`src/hw/rtl/sobel3_pkg.sv`:
```
// sobel3_pkg: types, register codes and constants shared by the 3d sobel gradient blocks
// no dependencies; imported by every module of the block
package sobel3_pkg;

   localparam int VOXEL_W     = 16;
   localparam int INDEX_W     = 28;
   localparam int MAG_W       = 16;
   localparam int CSR_ADDR_W  = 2;
   localparam int CSR_DATA_W  = 13;
   localparam int ROW_REG_W   = 9;
   localparam int PLANE_CNT_W = 13;
   localparam int SETTLE_W    = 2;
   localparam int QUEUE_DEPTH = 4;
   localparam int QUEUE_AW    = 2;

   typedef logic signed [VOXEL_W-1:0]   voxel_type;
   typedef logic signed [VOXEL_W:0]     diff_type;
   typedef logic signed [VOXEL_W+2:0]   part_type;
   typedef logic signed [VOXEL_W+4:0]   acc_type;
   typedef logic signed [VOXEL_W:0]     resp_type;
   typedef logic [INDEX_W-1:0]          index_type;
   typedef logic [MAG_W-1:0]            mag_type;
   typedef logic [CSR_ADDR_W-1:0]       csr_addr_type;
   typedef logic [PLANE_CNT_W-1:0]      plane_cnt_type;

   localparam csr_addr_type CSR_WIDTH_X  = 2'd0;
   localparam csr_addr_type CSR_HEIGHT_Y = 2'd1;
   localparam csr_addr_type CSR_DEPTH_Z  = 2'd2;

   localparam logic [ROW_REG_W-1:0] WIDTH_X_RESET  = 9'd256;
   localparam logic [ROW_REG_W-1:0] HEIGHT_Y_RESET = 9'd256;
   localparam plane_cnt_type        DEPTH_Z_RESET  = 13'd64;
   localparam plane_cnt_type        PLANES_MIN     = 13'd3;
   localparam plane_cnt_type        PLANES_LIMIT   = 13'd4096;
   localparam int                   DIM_MIN        = 3;

   localparam logic [SETTLE_W-1:0]  SETTLE_CYCLES  = 2'd2;

   typedef struct packed {
      index_type index;
      resp_type  grad_z;
      resp_type  grad_x;
      resp_type  grad_y;
   } grad_item_type;

   typedef struct packed {
      logic          push;
      grad_item_type item;
   } queue_wr_type;

   typedef struct packed {
      logic          empty;
      grad_item_type item;
   } queue_rd_type;

   // 1,2,1 weighting of three differences
   function automatic part_type row_sum(diff_type d0, diff_type d1, diff_type d2);
      row_sum = part_type'(d0) + (part_type'(d1) <<< 1) + part_type'(d2);
   endfunction

   function automatic acc_type total_sum(part_type p0, part_type p1, part_type p2);
      total_sum = acc_type'(p0) + (acc_type'(p1) <<< 1) + acc_type'(p2);
   endfunction

endpackage

```
`src/hw/rtl/sobel3_fifo.sv`:
```
// sobel3_fifo: short queue of sobel responses between the front and the back
// depends on sobel3_pkg
module sobel3_fifo
   import sobel3_pkg::*;
(
   input  logic         clock,
   input  logic         reset,
   input  queue_wr_type queue_wr,
   output logic         queue_full,
   input  logic         queue_pop,
   output queue_rd_type queue_rd
);

   grad_item_type        slot_ff [QUEUE_DEPTH];
   logic [QUEUE_AW-1:0]  wr_ptr_ff, wr_ptr_in;
   logic [QUEUE_AW-1:0]  rd_ptr_ff, rd_ptr_in;
   logic [QUEUE_AW:0]    count_ff, count_in;
   logic                 do_push;
   logic                 do_pop;

   assign queue_full     = (count_ff == (QUEUE_AW+1)'(QUEUE_DEPTH));
   assign queue_rd.empty = (count_ff == '0);
   assign queue_rd.item  = slot_ff[rd_ptr_ff];
   assign do_push        = queue_wr.push && !queue_full;
   assign do_pop         = queue_pop && !queue_rd.empty;

   always_comb begin
      wr_ptr_in = do_push ? wr_ptr_ff + QUEUE_AW'(1) : wr_ptr_ff;
      rd_ptr_in = do_pop ? rd_ptr_ff + QUEUE_AW'(1) : rd_ptr_ff;
      count_in  = count_ff;
      if (do_push && !do_pop) begin
         count_in = count_ff + (QUEUE_AW+1)'(1);
      end else if (do_pop && !do_push) begin
         count_in = count_ff - (QUEUE_AW+1)'(1);
      end
   end

   always_ff @(posedge clock) begin
      if (reset) begin
         wr_ptr_ff <= '0;
         rd_ptr_ff <= '0;
         count_ff  <= '0;
      end else begin
         wr_ptr_ff <= wr_ptr_in;
         rd_ptr_ff <= rd_ptr_in;
         count_ff  <= count_in;
      end
   end

   always_ff @(posedge clock) begin
      if (do_push) begin
         slot_ff[wr_ptr_ff] <= queue_wr.item;
      end
   end

endmodule

```
`config.mk`:
```
export PLATFORM = sky130hd
export DESIGN_NAME = sobel3_fifo
export DESIGN_NICKNAME = d
export VERILOG_FILES = /design/src/hw/rtl/sobel3_pkg.sv /design/src/hw/rtl/sobel3_fifo.sv
export SDC_FILE = /design/constraint.sdc
export NUM_CORES = 1
export LEC_CHECK = 0
export BUFFER_PORTS_ARGS = -buffer_cell sky130_fd_sc_hd__buf_2
export CAP_MARGIN = 10
export CELL_PAD_IN_SITES_DETAIL_PLACEMENT = 1
export CELL_PAD_IN_SITES_GLOBAL_PLACEMENT = 1
export CORE_UTILIZATION = 50
export CTS_CLUSTER_DIAMETER = 50
export CTS_CLUSTER_SIZE = 24
export DETAILED_ROUTE_END_ITERATION = 6
export HOLD_SLACK_MARGIN = 0.15
export PLACE_DENSITY = 0.8
export SYNTH_ARGS = -nofsm -noshare
export SYNTH_HDL_FRONTEND = slang
export SYNTH_SLANG_ARGS = --single-unit
```
`constraint.sdc`:
```
create_clock -name clock -period 3.9 [get_ports clock]
set_input_delay 0.78 -clock clock [delete_from_list [all_inputs] [get_ports clock]]
set_output_delay 0.78 -clock clock [all_outputs]
set_load 0.01 [all_outputs]
```
======== Word level (Yosys, flattened, before mapping) ========
Memory sizes are Yosys's and may differ from the RTL's. A register that Yosys moved wholly into a read port is not among the register bits.
Index checks and enable logic that the tools add are counted.
cells by class
  add/sub/neg operators ................... 4
  multipliers ............................. 0
  div/mod/pow operators ................... 0
  order comparisons ....................... 0
  equal/unequal tests ..................... 1
  shift-type cells ........................ 0
  mux-type cells .......................... 6
  bitwise logic cells ..................... 0
  reduce and logical (&&, ||, !) cells .... 10
operators with widths
  operator                                           count
  2-to-1 mux 3 bit                                   2
  adder 2 x 1 -> 2 bit (second input constant)       2
  logical AND 1 bit                                  4
  zero test 1 bit                                    4
  2-to-1 mux 2 bit                                   2
  adder 3 x 1 -> 3 bit (second input constant)       1
  == test 3 bit (second input constant)              1
  zero test 3 bit                                    1
  subtractor 3 x 1 -> 3 bit (second input constant)  1
  2-to-1 mux 1 bit                                   2
  nonzero test 2 bit                                 1
word-level totals
  bits in registers ....................... 7
  bits in latches ......................... 0
  memory bits (writable) .................. 316
  ROM bits ................................ 0
  bits of input ports ..................... 83
  output and inout bits ................... 81
  logic and storage cells ................. 25
  memories ................................ 1
memories
  memory   words  bits a word  rd ports  clocked after Yosys merged registers in  write ports  line               text
  slot_ff  4      79           1         1                                        1            sobel3_fifo.sv:14  grad_item_type slot_ff [QUEUE_DEPTH];

======== Depth between registers and ports, before layout ========
  word-level depth ........................ 7
  gate-level depth with buffers ........... 8
  gate-level depth less buffers ........... 8

======== Worst setup path after synthesis ========
Ideal clock, no wire load.
  kind .................................... input to register
  from .................................... input port queue_wr[79] in the netlist's numbering
  to ...................................... memory slot_ff[0][0] in the netlist's numbering, enable pin
  setup time .............................. 0.446 ns
  arrival ................................. 2.961 ns
  slack ................................... 0.493 ns
  stages on the path ...................... 3
  buffers on the path ..................... 0
  cells stage by stage .................... inv_1 -> nor2_1 -> and2_1
between the ends
  longest elaborated chain between the ends .. 3
RTL lines
  what                                    line               text
  start, declared                         sobel3_fifo.sv:8   input queue_wr_type queue_wr,
  logical AND 1 bit                       sobel3_fifo.sv:24  assign do_push = queue_wr.push && !queue_full;
  named net do_push                       sobel3_fifo.sv:18  logic do_push;
  2-to-1 mux 1 bit                        sobel3_fifo.sv:51  if (do_push) begin
  2-to-1 mux 1 bit (not written as such)  sobel3_fifo.sv:52  slot_ff[wr_ptr_ff] <= queue_wr.item;
  end, declared                           sobel3_fifo.sv:14
The timed path passes the listed nets, and every way through them passes these cells.

==> impl_results.md <==
* Worst hold stages at 1
* CTS Hold Buffers Added at 0
* Final hold vios at 0
* Post-route DRC at 0
* WHS Endpoint: slot_ff[2][16]
* Vias at 5372
* Max Transition Viols Final at 0
* Die W at 156 um
* WL met3 at 1240 um
* Clk_lat worst skew at 0.55 ns
* Detailed Routing Iterations Pass 1 at 5
* Status: completed
* Max-Cap Viols at 0
* Die Area at 24300 sq um
* Synthesis-stage register bit count at 325
* CTS tree: done
* Largest family of logic cells by synthesized area: multiplexers
* Via density per instance at 5.45
* Final worst setup slack at 0.665 ns
* Worst Hold Class: input port to flip-flop
* Final GP Congestion at 0.695
* Post-Synth Simple-Gate Area at 0.719%
* Buffers on Ports at 163
* Highest routing layer actually used: met5
* Comb pwr share at 20.8%
* Met2 WL at 12500 um
* Worst r2r src: count_ff[0]
* Adder-cell share of the synthesized area at 0.697%
* FILL cells at 1909
* Clock power share at 32.4%
* EDFF count, synth at 316
* Post-route ant nets at 0
* CORE AREA at 22900 sq um
* R2R Path End: count_ff[2]
* Nature of the critical path startpoint: flip-flop
* Starting Density at 51.7%
* Cell Rows at 55
* Layout Cells excl Fill at 985
* Drt initial violations at 302
* Setup tns final at 0 ns
* Critical path class: flip-flop to primary output
* Post-synthesis compound-gate area fraction at 0.306%
* Clock sinks at 325
* Max FO, Critical Path at 32
* Mapped Area at 11800 sq um
* Total grt overflow at 0
* Leading register cell type out of synthesis: edfxtp_1
* Synth-to-layout area growth at 19.6%
* Synth cell types at 23
* Top achievable clock speed at 0.309 GHz
* Reg-to-reg slack, setup at 1.50 ns
* DP Worst Slack at 1.16 ns
* Avg Synthesized Cell Area at 25.7 sq um
* Worst Path Arrival at 2.45 ns
* NetSw at 2.60 mW
* Tmin final at 3.23 ns
* Hold_sp: queue_wr[16]
* Slew HR at 51.7%
* First-pass GRT wire length at 36100 um
* Proportion of layout cells with a drive suffix above 1 at 46.8%
* Post-Syn Instances at 461
* Nets at 737
* Endpoints failing setup at 0
* Critical Path End Type: primary output
* Synthesized Nets at 550
* Sequential area share after synthesis at 81.7%
* HPWL after detailed placement at 15100 um
* Clock buffer depth at 3
* Root buf cell: clkbuf_16
* Leakage power at 4.76 nW
* Worst-path clk slew at 0.08 ns
* H-tree depth at 1
* CTS Buf Count at 30
* Pwr dens at 668 nW/um^2
* Setup Skew at 0.0155 ns
* Maximum VDD drop at 0.418 mV
* Total chip power at 9.46 mW
* Mux contribution to synthesized area at 15.2%
* Initial antenna violation count at 3
* Measured slew at the worst slew-check pin at 0.724 ns
* Largest net degree at the start of global routing at 44
* IO Pins at 164
* YS warnings at 0
* Average wire per standard cell at 24.2 um
* Reg power frac at 46.8%
* Chip Height at 156 um
* Final Routed Wirelength at 23800 um
* FF-to-FF path depth at 8
* Fin crit share at 82.9%
* XOR/XNOR Fraction of Synth Area at 0.296%
* Wire length on met1 at 9620 um
* Pint at 6.86 mW
* Worst path required time at 3.12 ns
* Post-Place Cells at 929
* GR Util All Layers at 20.1%
* Unrepaired setup endpoints after global routing: no
* Sw frac at 27.4%
* Post-CTS Resized at 0
* Number of global-route vias before repair at 6065
* Asr flop ratio synth at 0%
* Post-CTS Setup Bufs at 0
-- power groups by stage --
stage	sequential, mW	combinational [mW]	clock [mW]
2_1_floorplan	4.35	1.38	0
3_3_place_gp	4.47	1.94	0
3_5_place_dp	4.52	2.00	0
4_1_cts	4.45	2.01	3.13
5_1_grt	4.47	2.13	3.23
6_report	4.43	1.97	3.06
-- routing by layer --
metal	track usage (%)	vias up
li1	-	2349
met3	4.03	34
met2	36.1	162
met1	25.6	2825
met5	0	-
met4	4.15	2
-- per-stage QoR --
step	util, %	hold WS (ns)	instance area, sq um
global placement	57.1	0.492	13100
finish	61.8	0.435	14200
CTS	61.8	0.410	14200
detailed placement	57.1	0.522	13100
global route	61.8	0.420	14200
floorplan	-	0.482	11800
-- placed cells by master, fill, tap and decap left out, drive strengths merged, types with 4 or more instances in the layout --
master    n
and2      4
buf     174
clkbuf   31
clkinv   10
dfxtp     9
edfxtp  316
ha        5
inv      14
mux4     79
nor2      6
xor2      4
-- synth_stat cells (4+ instances only) --
master	number	area, sq um
ha_1	5	62.6
clkbuf_1	7	26.3
buf_2	9	45.0
and2_1	4	25.0
xor2_1	4	35.0
dfxtp_1	9	180
inv_1	4	15.0
nor2_1	6	22.5
edfxtp_1	316	9490
mux4_2	79	1780
-- state kept, by name, summed over array words and instances, names as in the netlist, named ones only --
name       cells
slot_ff      316
count_ff       3
rd_ptr_ff      2
wr_ptr_ff      2
-- cell type report --
cell class / instances / area, sq um / share of cell area (%)
clock inverter: 24 / 295 / 2.08
clock buffer: 31 / 776 / 5.48
tap: 313 / 392 / 2.76
timing repair buffer: 174 / 961 / 6.78
antenna: 1 / 2.50 / 0.0177
sequential: 325 / 9680 / 68.3
multi-input combinational: 113 / 2050 / 14.5
inverter: 4 / 15.0 / 0.106
-- worst max path at each step --
stage / cells past startpoint / slack, ns / end / from
3_3_place_gp: 3 / 1.21 / queue_rd[33] / flip-flop
6_report: 3 / 0.67 / queue_rd[28] / flip-flop
3_5_place_dp: 5 / 1.16 / slot_ff[1][59] / queue_wr[79]
4_1_cts: 3 / 0.58 / queue_rd[28] / flip-flop
2_1_floorplan: 3 / 0.49 / slot_ff[0][0] / queue_wr[79]
5_1_grt: 3 / 0.50 / queue_rd[28] / flip-flop
-- critical path, stage by stage, from the launching register on --
cell and delay (ns):
dfxtp_4 0.83, buf_12 0.32, mux4_2 0.58, buf_2 0.16
-- logic make-up (layout without fill, tap and decap cells) --
kind of cell / Yosys count / after routing
other: 0 / 1
AND/OR/NAND/NOR: 16 / 16
multiplexers: 81 / 81
flip-flops: 325 / 325
AO/OA/AOI/OAI: 6 / 6
adder cells (fa/ha/maj): 6 / 6
XOR/XNOR: 4 / 4
buffers and inverters: 23 / 233
(Power assumes the default switching activity.)
