--- src/hw/rtl/sobel3_pkg.sv ---
// sobel3_pkg: types, register codes and constants shared by the 3d sobel gradient blocks
// no dependencies; imported by every module of the block
package sobel3_pkg;

   localparam int VOXEL_W     = 16;
   localparam int INDEX_W     = 28;
   localparam int MAG_W       = 16;
   localparam int CSR_ADDR_W  = 2;
   localparam int CSR_DATA_W  = 13;
   localparam int ROW_REG_W   = 9;
   localparam int PLANE_CNT_W = 13;
   localparam int SETTLE_W    = 2;
   localparam int QUEUE_DEPTH = 4;
   localparam int QUEUE_AW    = 2;

   typedef logic signed [VOXEL_W-1:0]   voxel_type;
   typedef logic signed [VOXEL_W:0]     diff_type;
   typedef logic signed [VOXEL_W+2:0]   part_type;
   typedef logic signed [VOXEL_W+4:0]   acc_type;
   typedef logic signed [VOXEL_W:0]     resp_type;
   typedef logic [INDEX_W-1:0]          index_type;
   typedef logic [MAG_W-1:0]            mag_type;
   typedef logic [CSR_ADDR_W-1:0]       csr_addr_type;
   typedef logic [PLANE_CNT_W-1:0]      plane_cnt_type;

   localparam csr_addr_type CSR_WIDTH_X  = 2'd0;
   localparam csr_addr_type CSR_HEIGHT_Y = 2'd1;
   localparam csr_addr_type CSR_DEPTH_Z  = 2'd2;

   localparam logic [ROW_REG_W-1:0] WIDTH_X_RESET  = 9'd256;
   localparam logic [ROW_REG_W-1:0] HEIGHT_Y_RESET = 9'd256;
   localparam plane_cnt_type        DEPTH_Z_RESET  = 13'd64;
   localparam plane_cnt_type        PLANES_MIN     = 13'd3;
   localparam plane_cnt_type        PLANES_LIMIT   = 13'd4096;
   localparam int                   DIM_MIN        = 3;

   localparam logic [SETTLE_W-1:0]  SETTLE_CYCLES  = 2'd2;

   typedef struct packed {
      index_type index;
      resp_type  grad_z;
      resp_type  grad_x;
      resp_type  grad_y;
   } grad_item_type;

   typedef struct packed {
      logic          push;
      grad_item_type item;
   } queue_wr_type;

   typedef struct packed {
      logic          empty;
      grad_item_type item;
   } queue_rd_type;

   // 1,2,1 weighting of three differences
   function automatic part_type row_sum(diff_type d0, diff_type d1, diff_type d2);
      row_sum = part_type'(d0) + (part_type'(d1) <<< 1) + part_type'(d2);
   endfunction

   function automatic acc_type total_sum(part_type p0, part_type p1, part_type p2);
      total_sum = acc_type'(p0) + (acc_type'(p1) <<< 1) + acc_type'(p2);
   endfunction

endpackage

--- src/hw/rtl/sobel3_back.sv ---
// sobel3_back: sum of squares and rounded root of mean square with one shared multiplier,
// plus the result register; depends on sobel3_pkg
module sobel3_back
   import sobel3_pkg::*;
(
   input  logic         clock,
   input  logic         reset,
   input  queue_rd_type queue_rd,
   output logic         queue_pop,
   output logic         empty,
   input  logic         pop,
   output index_type    rsp_voxel_index,
   output mag_type      rsp_gradient_magnitude
);

   localparam int SSQ_W = 2 * MAG_W + 2;
   localparam int OP_W  = MAG_W + 1;
   localparam int CMP_W = SSQ_W + 2;
   localparam int BIT_W = $clog2(MAG_W);

   localparam logic [2:0] ST_IDLE     = 3'd0;
   localparam logic [2:0] ST_SQUARE   = 3'd1;
   localparam logic [2:0] ST_ROOT_MUL = 3'd2;
   localparam logic [2:0] ST_ROOT_CMP = 3'd3;
   localparam logic [2:0] ST_DONE     = 3'd4;

   logic [2:0]        state_ff, state_in;
   logic [1:0]        step_ff, step_in;
   logic [BIT_W-1:0]  bit_ff, bit_in;
   mag_type           mag_ff [3];
   index_type         idx_ff;
   logic [SSQ_W-1:0]  ssq_ff, ssq_in;
   logic [SSQ_W-1:0]  sq_ff;
   mag_type           root_ff, root_in;
   logic              res_vld_ff, res_vld_in;
   index_type         res_idx_ff;
   mag_type           res_mag_ff;

   logic              take;
   logic              load_res;
   mag_type           cand_root;
   logic [OP_W-1:0]   cand_t;
   logic [OP_W-1:0]   mul_op;
   logic [SSQ_W-1:0]  prod;
   logic              fits;

   function automatic mag_type abs_resp(resp_type v);
      resp_type m;
      m        = v[VOXEL_W] ? -v : v;
      abs_resp = m[MAG_W-1:0];
   endfunction

   always_comb begin
      cand_root = root_ff | (MAG_W'(1) << bit_ff);
      cand_t    = {cand_root, 1'b0} - OP_W'(1);
      mul_op    = (state_ff == ST_SQUARE) ? {1'b0, mag_ff[step_ff]} : cand_t;
      prod      = mul_op * mul_op;
      fits      = {ssq_ff, 2'b00} >= (CMP_W'(sq_ff) + (CMP_W'(sq_ff) << 1));
      take      = (state_ff == ST_IDLE) && !queue_rd.empty;
      load_res  = (state_ff == ST_DONE) && (!res_vld_ff || pop);
      queue_pop = take;
   end

   always_comb begin
      state_in = state_ff;
      step_in  = step_ff;
      bit_in   = bit_ff;
      ssq_in   = ssq_ff;
      root_in  = root_ff;
      unique case (state_ff)
         ST_IDLE: begin
            if (take) begin
               step_in  = 2'd0;
               ssq_in   = '0;
               state_in = ST_SQUARE;
            end
         end
         ST_SQUARE: begin
            ssq_in = ssq_ff + prod;
            if (step_ff == 2'd2) begin
               root_in  = '0;
               bit_in   = BIT_W'(MAG_W - 1);
               state_in = ST_ROOT_MUL;
            end else begin
               step_in = step_ff + 2'd1;
            end
         end
         ST_ROOT_MUL: begin
            state_in = ST_ROOT_CMP;
         end
         ST_ROOT_CMP: begin
            if (fits) begin
               root_in = cand_root;
            end
            if (bit_ff == '0) begin
               state_in = ST_DONE;
            end else begin
               bit_in   = bit_ff - BIT_W'(1);
               state_in = ST_ROOT_MUL;
            end
         end
         ST_DONE: begin
            if (load_res) begin
               state_in = ST_IDLE;
            end
         end
         default: begin
            state_in = ST_IDLE;
         end
      endcase
      if (load_res) begin
         res_vld_in = 1'b1;
      end else if (pop && res_vld_ff) begin
         res_vld_in = 1'b0;
      end else begin
         res_vld_in = res_vld_ff;
      end
   end

   always_ff @(posedge clock) begin
      if (reset) begin
         state_ff   <= ST_IDLE;
         res_vld_ff <= 1'b0;
      end else begin
         state_ff   <= state_in;
         res_vld_ff <= res_vld_in;
      end
   end

   always_ff @(posedge clock) begin
      step_ff <= step_in;
      bit_ff  <= bit_in;
      ssq_ff  <= ssq_in;
      root_ff <= root_in;
      if (state_ff == ST_ROOT_MUL) begin
         sq_ff <= prod;
      end
      if (take) begin
         idx_ff    <= queue_rd.item.index;
         mag_ff[0] <= abs_resp(queue_rd.item.grad_z);
         mag_ff[1] <= abs_resp(queue_rd.item.grad_x);
         mag_ff[2] <= abs_resp(queue_rd.item.grad_y);
      end
      if (load_res) begin
         res_idx_ff <= idx_ff;
         res_mag_ff <= root_ff;
      end
   end

   assign empty                  = !res_vld_ff;
   assign rsp_voxel_index        = res_idx_ff;
   assign rsp_gradient_magnitude = res_mag_ff;

endmodule

--- config.mk ---
export PLATFORM = sky130hd
export DESIGN_NAME = sobel3_back
export DESIGN_NICKNAME = d
export VERILOG_FILES = /design/src/hw/rtl/sobel3_pkg.sv /design/src/hw/rtl/sobel3_back.sv
export SDC_FILE = /design/constraint.sdc
export NUM_CORES = 1
export LEC_CHECK = 0
export BUFFER_PORTS_ARGS = -buffer_cell sky130_fd_sc_hd__buf_2
export CORE_MARGIN = 2
export CORE_UTILIZATION = 55
export CTS_CLUSTER_DIAMETER = 100
export DETAILED_ROUTE_END_ITERATION = 6
export PLACE_DENSITY = 0.76
export RECOVER_POWER = 50
export SYNTH_ARGS = -nofsm -noshare
export SYNTH_HDL_FRONTEND = slang
export SYNTH_SLANG_ARGS = --single-unit
--- constraint.sdc ---
create_clock -name clock -period 8.9 [get_ports clock]
set_input_delay 0.445 -clock clock [delete_from_list [all_inputs] [get_ports clock]]
set_output_delay 0.445 -clock clock [all_outputs]
set_load 0.02 [all_outputs]
Word-level counts from Yosys, hierarchy flattened
Memories as Yosys holds them, arrays and structs flattened. A register that Yosys moved wholly into a read port is not among the register bits.
Cells that the tools add are included.
W data, S select, Z words.
Word-level totals
  memories kept: 1
  RAM bits: 48
  input port bits: 83
  word-level logic and storage cells: 75
  output and inout bits: 46
  register bits after elaboration: 166
Memories
  mag_ff: depth 3, width 16, read ports 1, clocked after memory_dff 1, write ports 3, line sobel3_back.sv:30  | mag_type mag_ff [3];
Cells by class
  equal/unequal tests: 11
  magnitude comparators: 1
  shift operators: 1
  $add $sub $neg: 8
  reductions and logical operators: 16
  multiplexer cells: 25
  multipliers: 1
  bitwise gates (word level): 1
Operator list (count)
  $mux W16: 5
  $pmux W34 S2: 1
  $neg A16 Y16: 3
  $add A34 B35 Y36: 1
  $ge A36 B36 Y1: 1
  $add A34 B34 Y34: 1
  $mul A17 B17 Y34: 1
  $mux W34: 1
  $pmux W16 S2: 1
  $mux W17: 1
  $sub A17 B1 Y17 const B: 1
  $or A16 B16 Y16: 1
  $shl A1 B4 Y16 const A: 1
  $pmux W3 S5: 1
  $mux W3: 4
  $reduce_and A3 Y1: 4
  $ne A2 B2 Y1 const B: 5
  $mux W4: 2
  $pmux W4 S2: 1
  $eq A3 B2 Y1 const B: 2
  $mux W2: 3
  $reduce_bool A2 Y1: 3
  $logic_not A4 Y1: 1
  $mux W1: 4
  12 further kinds: 15

Depth between registers and ports, before layout
Gate-level depths: netlist (run 1).
  word-level depth: 7
  depth in mapped cells: 45
  gate-level depth less buffers: 44

Least setup slack after synthesis (run 1)
No wires, ideal clock.
  kind: flip-flop to flip-flop
  from: reg bit_ff[0]
  to: reg ssq_ff[33] (data pin)
  period minus slack after synthesis: 9783 ps
  data required time: 8639 ps
  buffers on the path: 1
  setup time: 261 ps
  arrival: 9523 ps
  path slack: -883 ps
  cell stages (with the launch flop): 43
  cell sequence: edfxtp_1 inv_1 ha_1 and2_1 nor2_1 ha_1 nand2b_1 a21oi_1 nand3_1 or3_1 xor2_1 o21a_1 clkbuf_1 nand2_1 inv_1 fa_1 inv_1 fa_1 [... 7 more ...] ha_1 a21o_1 a21o_1 a211oi_1 o31ai_1 and2_1 a41oi_1 xnor2_1 ha_1 a21o_1 a21o_1 a21o_1 and3_1 a21oi_1 a2111oi_0 nor4_1 a21oi_1 o311a_1
On the way
  longest elaborated chain between the ends: 7
RTL lines
  start: declaration: line sobel3_back.sv:29  | logic [BIT_W-1:0] bit_ff, bit_in;
  start signal: assignment: line sobel3_back.sv:132  | bit_ff <= bit_in;
  $shl A1 B4 Y16: line sobel3_back.sv:54  | cand_root = root_ff | (MAG_W'(1) << bit_ff);
  $or A16 B16 Y16: line sobel3_back.sv:54
  $sub A17 B1 Y17: line sobel3_back.sv:55  | cand_t = {cand_root, 1'b0} - OP_W'(1);
  $mux W17: line sobel3_back.sv:56  | mul_op = (state_ff == ST_SQUARE) ? {1'b0, mag_ff[step_ff]} : cand_t;
  $mul A17 B17 Y34: line sobel3_back.sv:57  | prod = mul_op * mul_op;
  net prod[20]: line sobel3_back.sv:44  | logic [SSQ_W-1:0] prod;
  $add A34 B34 Y34: line sobel3_back.sv:79  | ssq_in = ssq_ff + prod;
  $pmux W34 S2: line sobel3_back.sv:70  | unique case (state_ff)
  end signal: assignment: line sobel3_back.sv:133  | ssq_ff <= ssq_in;
  end: declaration: line sobel3_back.sv:32  | logic [SSQ_W-1:0] ssq_ff, ssq_in;
The timed path passes the listed nets, and every way through them passes these cells.
A chain may end at the register's enable or synchronous reset.

Final worst setup path (run 1)
  from: reg bit_ff[1]
  to: reg ssq_ff[33] (data pin)
Same word-level chain as after synthesis.

==> summary.txt, run 1 <==
Worst setup path
  • Worst path top cell family by delay: adder cells
  • Reg-to-reg endpoint: ssq_ff[33]$_SDFFCE_PN0P_
  • CP Capture Point: ssq_ff[33]$_SDFFCE_PN0P_
  • Setup CP Type: register to register
  • Critical Path Start: bit_ff[1]$_SDFFCE_PP1P_
  • Type of destination of the critical path: register
  • WP depth: 40
  • Worst Path Required: 9200 ps
  • Buf/Inv on CP: 10
  • Highest fanout seen on the critical path: 6
  • Worst r2r path cells: 40
  • FF-to-FF setup slack: -500 ps
  • Crit path DAT: 9700 ps
  • R2R Path Start: bit_ff[1]$_SDFFCE_PP1P_
  • Most frequent CP cell: fa_1
  • Max stage delay on crit path: 540 ps
  • Crit path launch type: register
  • Crit-path slowest cell: fa_1

Placed design
  • Port bufs: 128
  • Area after DPL: 24100 µm²
  • Final GP Congestion: 0.969
  • Dpl hpwl: 40.4 mm

Synth
  • Mapped cell area: 20700 µm²
  • Syn_area_per_cell: 10.1 µm²
  • Seq/Total Area, Yosys: 0.310
  • Top-area cell type share of the netlist area: 0.304
  • Main flop type after synthesis: edfxtp_1
  • Largest cells by area after synthesis: edfxtp_1, fa_1, ha_1
  • Post-synth EDFFs: 209
  • Post-synthesis net count: 2545
  • Yosys cell types: 77
  • Syn. warnings: 0
  • Ys async rst share: 0
  • Mapped Cells: 2053
  • Flops & latches, synth: 215
  • Post-synth top area cell: edfxtp_1

CTS
  • CTS tree: yes
  • Clk sink count: 215
  • Clk_lat worst skew: 550 ps
  • Root buffer cell: clkbuf_16
  • CTS hold repair buffers: 0
  • Max Root-Sink Buffers: 3
  • H-tree levels: 1
  • CTS buffer count: 24
  • Clock transition at the registers of the reported paths: 60 ps

Route
  • Routed vias: 16200
  • Vias per cell: 5.48
  • # DRC: 0
  • Total iterations of the first detailed-routing run: 5
  • Wire per inst: 17.0 µm
  • Initial DRC count: 964
  • Detail Route Antenna Nets: 0
  • Drt total wl: 50.4 mm

Final layout
  • N_diodes: 0
  • Final nets: 2967
  • Synth-to-Final Area Change: 24.2%
  • FILL cells: 2549
  • Design area: 25700 µm²
  • Proportion of layout cells with a drive suffix above 1: 0.247

Global routing
  • Total track usage: 0.257
  • Initial antenna violation count: 0
  • Grt ovf: 0
  • Largest net degree at the start of global routing: 67
  • Global-route wire length before repair: 80.9 mm
  • Vias in the first global route: 16800

Timing
  • Minimum clock period: 9400 ps
  • RSZ-0062 raised after global routing: true
  • Worst Slack Setup Final: -501 ps
  • FMAX: 106 MHz
  • Slew headroom: 0.184
  • Worst-margin pin slew: 1220 ps
  • Slew Limit Fails: 0
  • Final setup viols: 13
  • Final clock skew: 31.5 ps
  • Hold Vio Cnt, Final: 0
  • Part of the cycle the worst path needs: 1.06

Min path
  • Hold Path Stages: 1
  • Worst hold start: queue_rd[57]
  • Hold crit path type: input pin to register

Flow run
  • Maxcap violations: 0

Die
  • Initial Util: 0.561
  • Die ar.: 39100 µm²
  • Die H: 198 µm
  • Row count: 70
  • Die X: 198 µm
  • Core region area: 36800 µm²
  • IO Pins: 129

Status
  • Failing checks: setup timing
  • Status: finished with violations
==> worst min-delay path by stage <==
stage                                               end  slack (ps)
after floorplan            rsp_voxel_index[0]$_DFFE_PP_         400
after global placement    rsp_voxel_index[22]$_DFFE_PP_         400
after detailed placement  rsp_voxel_index[22]$_DFFE_PP_         400
after CTS                          idx_ff[16]$_DFFE_PP_          50
after global routing                idx_ff[4]$_DFFE_PP_          50
final                               idx_ff[6]$_DFFE_PP_          60
==> cells by family (layout without fill, tap and decap cells) <==
family                   Yosys count  in the layout  share of synthesized area
AND/OR/NAND/NOR                  517            517                      0.114
AO/OA/AOI/OAI                    366            366                      0.116
multiplexers                      21             21                     0.0104
buffers and inverters            382            822                     0.0697
other                              1              1                   0.000182
adder cells (fa/ha/maj)          409            409                      0.318
flip-flops                       215            215                      0.310
XOR/XNOR                         142            142                     0.0618
==> registers in the layout, summed over array words and instances (netlist names), named ones only <==
name and cells:
idx_ff 28, state_ff 3, mag_ff 48, step_ff 2, bit_ff 4, root_ff 16
ssq_ff 34, rsp_gradient_magnitude 16, sq_ff 33, rsp_voxel_index 28, res_vld_ff 1
==> routing by layer <==
metal,vias up,global-route usage,wire length [µm]
li1,7785,-,-
met1,7814,0.327,21400
met2,493,0.454,24700
met3,122,0.0295,2530
met4,0,0.0930,1780
met5,-,0,0
==> timing repair <==
item                                    4_1_cts  5_1_grt
pin swaps                                    43       56
hold endpoints to repair                      0        0
endpoints found under the setup margin       14       16
setup buffers                                15       20
gates resized for setup                      33       71
cloned                                        0        0
==> synth_stat cells, types with 12 or more instances <==
cell and number:
o211ai_1 12, and3_1 12, nor2b_1 18, o21a_1 20
nand4_1 15, nand2_1 174, clkbuf_1 37, nand3_1 17
inv_1 334, edfxtp_1 209, xnor2_1 97, nor2_1 180
ha_1 215, o21ai_0 59, mux2i_1 20, nor3_1 21
o31ai_1 22, o21ai_1 13, a31oi_1 17, a21o_1 44
a21oi_1 110, nand2b_1 26, fa_1 194, a211oi_1 12
xor2_1 43
==> final cells by class <==
class	instances	area (µm²)	area share
clock buffer	26	618	0.0241
clock inverter	18	216	0.00844
inverter	339	1280	0.0500
multi-input combinational	1456	13500	0.526
sequential	215	6400	0.249
tap	468	586	0.0228
timing repair buffer	439	3060	0.119
==> metrics by stage <==
stage	cells	util	hold WS, ps	setup TNS (ps)	setup slack [ps]
after floorplan	2053	-	400	-544	-219
after global placement	2883	0.656	400	-3290	-472
after detailed placement	2883	0.656	405	-5810	-710
after CTS	2941	0.685	48.5	-4270	-570
after global routing	2961	0.697	48.2	-8590	-875
final	2961	0.697	63.3	-3730	-501
==> cell usage in the layout (no fill, tap or decap), drive strengths merged, types with 4 or more instances in the layout <==
master and instances:
nor3b 5, a21o 44, a31oi 17, and2 9, xnor2 98, a21boi 4
ha 215, nand2b 26, mux2i 20, and3 12, o311a 4, fa 194
o31ai 23, or3 7, inv 343, a221oi 4, nor2 181, a21oi 110
nand2 174, a2111oi 7, nor3 21, nand3b 4, nand3 19, dfxtp 6
or4 8, o21a 20, nand4 15, clkbuf 29, edfxtp 209, or2 6
o211ai 12, clkinv 11, a211oi 12, o21bai 10, o41ai 4, nor2b 18
o21ai 72, buf 436, xor2 43
Power of run 1 is left out: the tool's default activity adds up to more than one toggle a clock period on the data nets, which glitch-free logic cannot reach.
==> run 2, diff against run 1 <==
SKIP_CTS_REPAIR_TIMING = 1   (was not set)
SLEW_MARGIN = 15   (was not set)
==> run 2 against run 1 <==
Sequential cell count unchanged; clock-buffer cell count unchanged; routed wire length decreased by 1.9%; the run still ends with setup timing left; via count decreased by 0.80%; register-to-register slack got worse by 80 ps; non-clock buffer count decreased by 20.
==> summary.txt, run 2 (synthesis gave the netlist of run 1 again) <==
Final layout
  • FILL cells: 2637
  • Max FFs per register: 48
  • Design area: 25300 µm²
  • Most flops, register: mag_ff
  • Final nets: 2947
  • Proportion of layout cells with a drive suffix above 1: 0.230
  • N_diodes: 0
  • Top Registers: mag_ff: 48 flops, ssq_ff: 34 flops, sq_ff: 33 flops
  • Most frequent cells in the layout: inv_1, buf_4, edfxtp_1
  • Commonest non-fill, non-tap cell in the layout: inv_1
  • Synth-to-Final Area Change: 22.6%
  • Post-Layout Cell Count: 2941

Route
  • M1 WL: 21.0 mm
  • Total iterations of the first detailed-routing run: 6
  • # DRC: 0
  • Met2 wire length: 24.1 mm
  • Wire per inst: 16.8 µm
  • Detail Route Antenna Nets: 0
  • Initial DRC count: 955
  • Drt total wl: 49.5 mm
  • Routed vias: 16100
  • Wire length on met3: 2.43 mm
  • Top layer in use: met4
  • Vias per cell: 5.47

Global routing
  • Grt ovf: 0
  • Global-route wire length before repair: 80.0 mm
  • Vias in the first global route: 16700
  • Total track usage: 0.254
  • Largest net degree at the start of global routing: 67
  • Initial antenna violation count: 0

Timing
  • Slew Limit Fails: 0
  • Min Hold Slack: 58.9 ps
  • RSZ-0062 raised after global routing: true
  • Final clock skew: 33.5 ps
  • Part of the cycle the worst path needs: 1.07
  • Worst-margin pin slew: 901 ps
  • Final setup viols: 14
  • Minimum clock period: 9480 ps
  • Hold Vio Cnt, Final: 0
  • Slew headroom: 0.393
  • FMAX: 105 MHz
  • Worst Slack Setup Final: -584 ps

Placed design
  • Port bufs: 128
  • Dpl cells: 2883
  • Dpl hpwl: 40.4 mm
  • Dpl ws: -710 ps
  • Final GP Congestion: 0.969
  • Area after DPL: 24100 µm²

Min path
  • WHS Endpoint: idx_ff[6]$_DFFE_PP_
  • Hold Path Stages: 1
  • Hold crit path type: input pin to register
  • Worst hold start: queue_rd[57]

Worst setup path
  • R2R Path Start: bit_ff[0]$_SDFFCE_PP1P_
  • Highest fanout seen on the critical path: 8
  • Max stage delay on crit path: 570 ps
  • Reg-to-reg endpoint: ssq_ff[32]$_SDFFCE_PN0P_
  • Type of destination of the critical path: register
  • FF-to-FF setup slack: -580 ps
  • Crit path DAT: 9880 ps
  • Crit path launch type: register
  • Worst Path Required: 9300 ps
  • Worst r2r path cells: 40
  • Most frequent CP cell: fa_1
  • Setup CP Type: register to register
  • Crit-path slowest cell: fa_1

Flow run
  • Maxcap violations: 0

Die
  • Initial Util: 0.561
  • IO Pins: 129
  • Die H: 198 µm
  • Row count: 70
  • Die ar.: 39100 µm²
  • Die X: 198 µm
  • Core region area: 36800 µm²

CTS
  • H-tree levels: 1
  • Root buffer cell: clkbuf_16
  • CTS tree: yes
  • Clock transition at the registers of the reported paths: 60 ps
  • Clk_lat worst skew: 560 ps
  • Clk sink count: 215
  • Max Root-Sink Buffers: 3
  • CTS buffer count: 24

Status
  • Failing checks: setup timing
  • Status: finished with violations
==> run 2: final cells by class <==
type                    instances  area [µm²]  share of cell area
clock inverters                18         216             0.00855
repair buffers                419        2880               0.114
multi-input cells            1456       13300               0.527
clock buffers                  26         618              0.0244
inverters                     339        1280              0.0505
flip-flops and latches        215        6400               0.253
well taps                     468         586              0.0231
==> run 2: how the worst max path moves through the flow <==
stage	startpoint	end	slack (ps)	cells past startpoint
6_report	bit_ff[0]$_SDFFCE_PP1P_	ssq_ff[32]$_SDFFCE_PN0P_	-580	40
4_1_cts	bit_ff[1]$_SDFFCE_PP1P_	ssq_ff[33]$_SDFFCE_PN0P_	-710	44
2_1_floorplan	bit_ff[0]$_SDFFCE_PP1P_	ssq_ff[33]$_SDFFCE_PN0P_	-220	42
3_5_place_dp	bit_ff[1]$_SDFFCE_PP1P_	ssq_ff[33]$_SDFFCE_PN0P_	-710	42
5_1_grt	bit_ff[0]$_SDFFCE_PP1P_	ssq_ff[26]$_SDFFCE_PN0P_	-870	43
3_3_place_gp	bit_ff[0]$_SDFFCE_PP1P_	ssq_ff[33]$_SDFFCE_PN0P_	-470	43
==> run 2: routing by layer <==
layer,GRT usage,up-vias
met1,0.326,7742
met3,0.0284,122
li1,-,7739
met2,0.447,481
met4,0.0908,0
met5,0,-
==> run 2: critical path: cells and delay by family, from the launching register on <==
kind,cells,cell delay (ps)
buffers and inverters,7,500
and+or+nand+nor,9,1420
AOI/OAI and AO/OA,11,2430
muxes,2,490
adders and majority gates,9,3740
DFF,1,460
xor gates and xnor gates,2,300
==> run 2: through the flow <==
stage / setup TNS (ps) / utilization
after floorplan: -544 / -
after global placement: -3290 / 0.656
after detailed placement: -5810 / 0.656
after CTS: -5920 / 0.678
after global routing: -9470 / 0.688
final: -5250 / 0.688
Power of run 2 is left out for the same reason.
==> run 3, diff against run 2 <==
ABC_AREA = 1   (was not set)
RECOVER_POWER = 100   (was 50)
==> run 3 against run 2 <==
The flow finishes with violations (capacitance limit, slew limit); die area is 2.9% higher; routed wire length up 9.4%; non-clock buffer count is 165 lower.
==> summary.txt, run 3 <==
Synth
  • Syn_area_per_cell: 9.03 µm²
  • Syn. warnings: 0
  • Top-area cell type share of the netlist area: 0.295
  • Mapped cell area: 21300 µm²
  • Yosys cell types: 56
  • Mapped Cells: 2357
  • Main flop type after synthesis: edfxtp_1
  • Top cells by count, synth: inv_1, nand2_1, nor2_1
  • Post-synthesis net count: 2849
  • Ys async rst share: 0
  • Flops & latches, synth: 215
  • Largest cells by area after synthesis: edfxtp_1, fa_1, ha_1
  • Most numerous cell in the Yosys netlist: inv_1
  • Seq/Total Area, Yosys: 0.301
  • Post-synth top area cell: edfxtp_1
  • Post-synth EDFFs: 209

Die
  • Die ar.: 40300 µm²
  • Initial Util: 0.554
  • IO Pins: 129
  • Die H: 201 µm
  • Core region area: 38400 µm²
  • Row count: 72
  • Die X: 201 µm

Final layout
  • Final nets: 3094
  • Max FFs per register: 48
  • Reg area: 6400 µm²
  • Synth-to-Final Area Change: 16.7%
  • Commonest non-fill, non-tap cell in the layout: inv_1
  • Top Registers: mag_ff: 48 flops, ssq_ff: 34 flops, sq_ff: 33 flops
  • Proportion of layout cells with a drive suffix above 1: 0.175
  • Most frequent cells in the layout: inv_1, nand2_1, nor2_1
  • Area occupied by multi-input gates: 13600 µm²
  • N_diodes: 0
  • Post-Layout Cell Count: 3138
  • Fin util: 0.647
  • Most flops, register: mag_ff
  • FILL cells: 3070

Timing
  • Final setup viols: 0
  • Worst-margin pin slew: 4040 ps
  • Setup TNS: 0 ps
  • Min Hold Slack: 79.8 ps
  • Part of the cycle the worst path needs: 0.984
  • FMAX: 114 MHz
  • Slew headroom: -1.70
  • Final clock skew: 14.9 ps
  • Hold Vio Cnt, Final: 0
  • Slew Limit Fails: 143
  • Minimum clock period: 8760 ps

Route
  • Vias per cell: 5.40
  • Routed vias: 17000
  • Initial DRC count: 1128
  • Total iterations of the first detailed-routing run: 5
  • Detail Route Antenna Nets: 0
  • Wire per inst: 17.2 µm
  • Drt total wl: 54.1 mm
  • # DRC: 0

Worst setup path
  • Max stage delay on crit path: 570 ps
  • Most frequent CP cell: inv_1
  • Crit path DAT: 9030 ps
  • Highest fanout seen on the critical path: 8
  • Type of destination of the critical path: register
  • Crit path launch type: register
  • Crit-path slowest cell: fa_1
  • Setup CP Type: register to register
  • Worst Path Required: 9180 ps

Global routing
  • Global-route wire length before repair: 84.5 mm
  • Grt ovf: 0
  • Total track usage: 0.261
  • Vias in the first global route: 17300
  • Largest net degree at the start of global routing: 78
  • Initial antenna violation count: 0

Flow run
  • Maxcap violations: 3

Min path
  • Hold crit path type: input pin to register

Placed design
  • Dpl hpwl: 43.8 mm
  • Final GP Congestion: 0.992
  • Port bufs: 128
  • Dpl cells: 3061

Status
  • Failing checks: capacitance limit, slew limit
  • Status: finished with violations

CTS
  • Clk_lat worst skew: 550 ps
  • CTS buffer count: 24
  • Clock transition at the registers of the reported paths: 60 ps
  • Root buffer cell: clkbuf_16
  • H-tree levels: 1
  • CTS tree: yes
  • Max Root-Sink Buffers: 3
  • Clk sink count: 215
[run 3: changes by cell type after synthesis, moves of 35 or more]
cell / delta
nor2_1: +95
nand2_1: +131
inv_1: +133
a21oi_1: +59
xnor2_1: -51
a21o_1: -37
nand3_1: +35
[run 3: critical path: cells and delay by family (launching register included)]
family	cells	cell delay (ps)
fa+ha+maj	9	3760
xor+xnor	2	250
simple gates	7	780
flops	1	390
buf+inv	14	1320
compound gates	12	1950
[run 3: metrics by stage]
| stage | cell area, µm² | worst slack [ps] |
|---|---|---|
| floorplan | 21300 | 439 |
| global placement | 23100 | -229 |
| detailed placement | 23100 | -369 |
| CTS | 23900 | -398 |
| global route | 24800 | -185 |
| finish | 24800 | 145 |
[run 3: cell families after synthesis]
| kind of cell | Yosys count | share of synthesized area |
|---|---|---|
| compound gates | 372 | 0.102 |
| xor+xnor | 113 | 0.0465 |
| fa+ha+maj | 409 | 0.309 |
| buf+inv | 513 | 0.0938 |
| flops | 215 | 0.301 |
| mux | 2 | 0.00100 |
| other cells | 1 | 0.000176 |
| simple gates | 732 | 0.147 |
[run 3: cell type report]
| cell class | instances | share of cell area |
|---|---|---|
| clock buffer | 33 | 0.0276 |
| sequential | 215 | 0.258 |
| multi-input combinational | 1629 | 0.548 |
| timing repair buffer | 254 | 0.0631 |
| tap | 518 | 0.0261 |
| clock inverter | 11 | 0.00519 |
| inverter | 478 | 0.0727 |
[run 3: final timing paths]
check	startpoint	to	slack (ps)	depth (start not counted)
max	bit_ff[1]$_SDFFCE_PP1P_	ssq_ff[32]$_SDFFCE_PN0P_	140	44
min	queue_rd[74]	idx_ff[23]$_DFFE_PP_	80	1
max reg2reg	bit_ff[1]$_SDFFCE_PP1P_	ssq_ff[32]$_SDFFCE_PN0P_	140	44
min reg2reg	idx_ff[23]$_DFFE_PP_	rsp_voxel_index[23]$_DFFE_PP_	410	0
[run 3: per-layer routing]
metal  global-route usage  wire length (µm)  up-vias
li1                     -                 -     8130
met1                0.333             22300     8131
met2                0.453             26600      544
met3               0.0317              2880      145
met4                0.103              2320        0
met5                    0                 0        -
Power of run 3 is left out for the same reason.
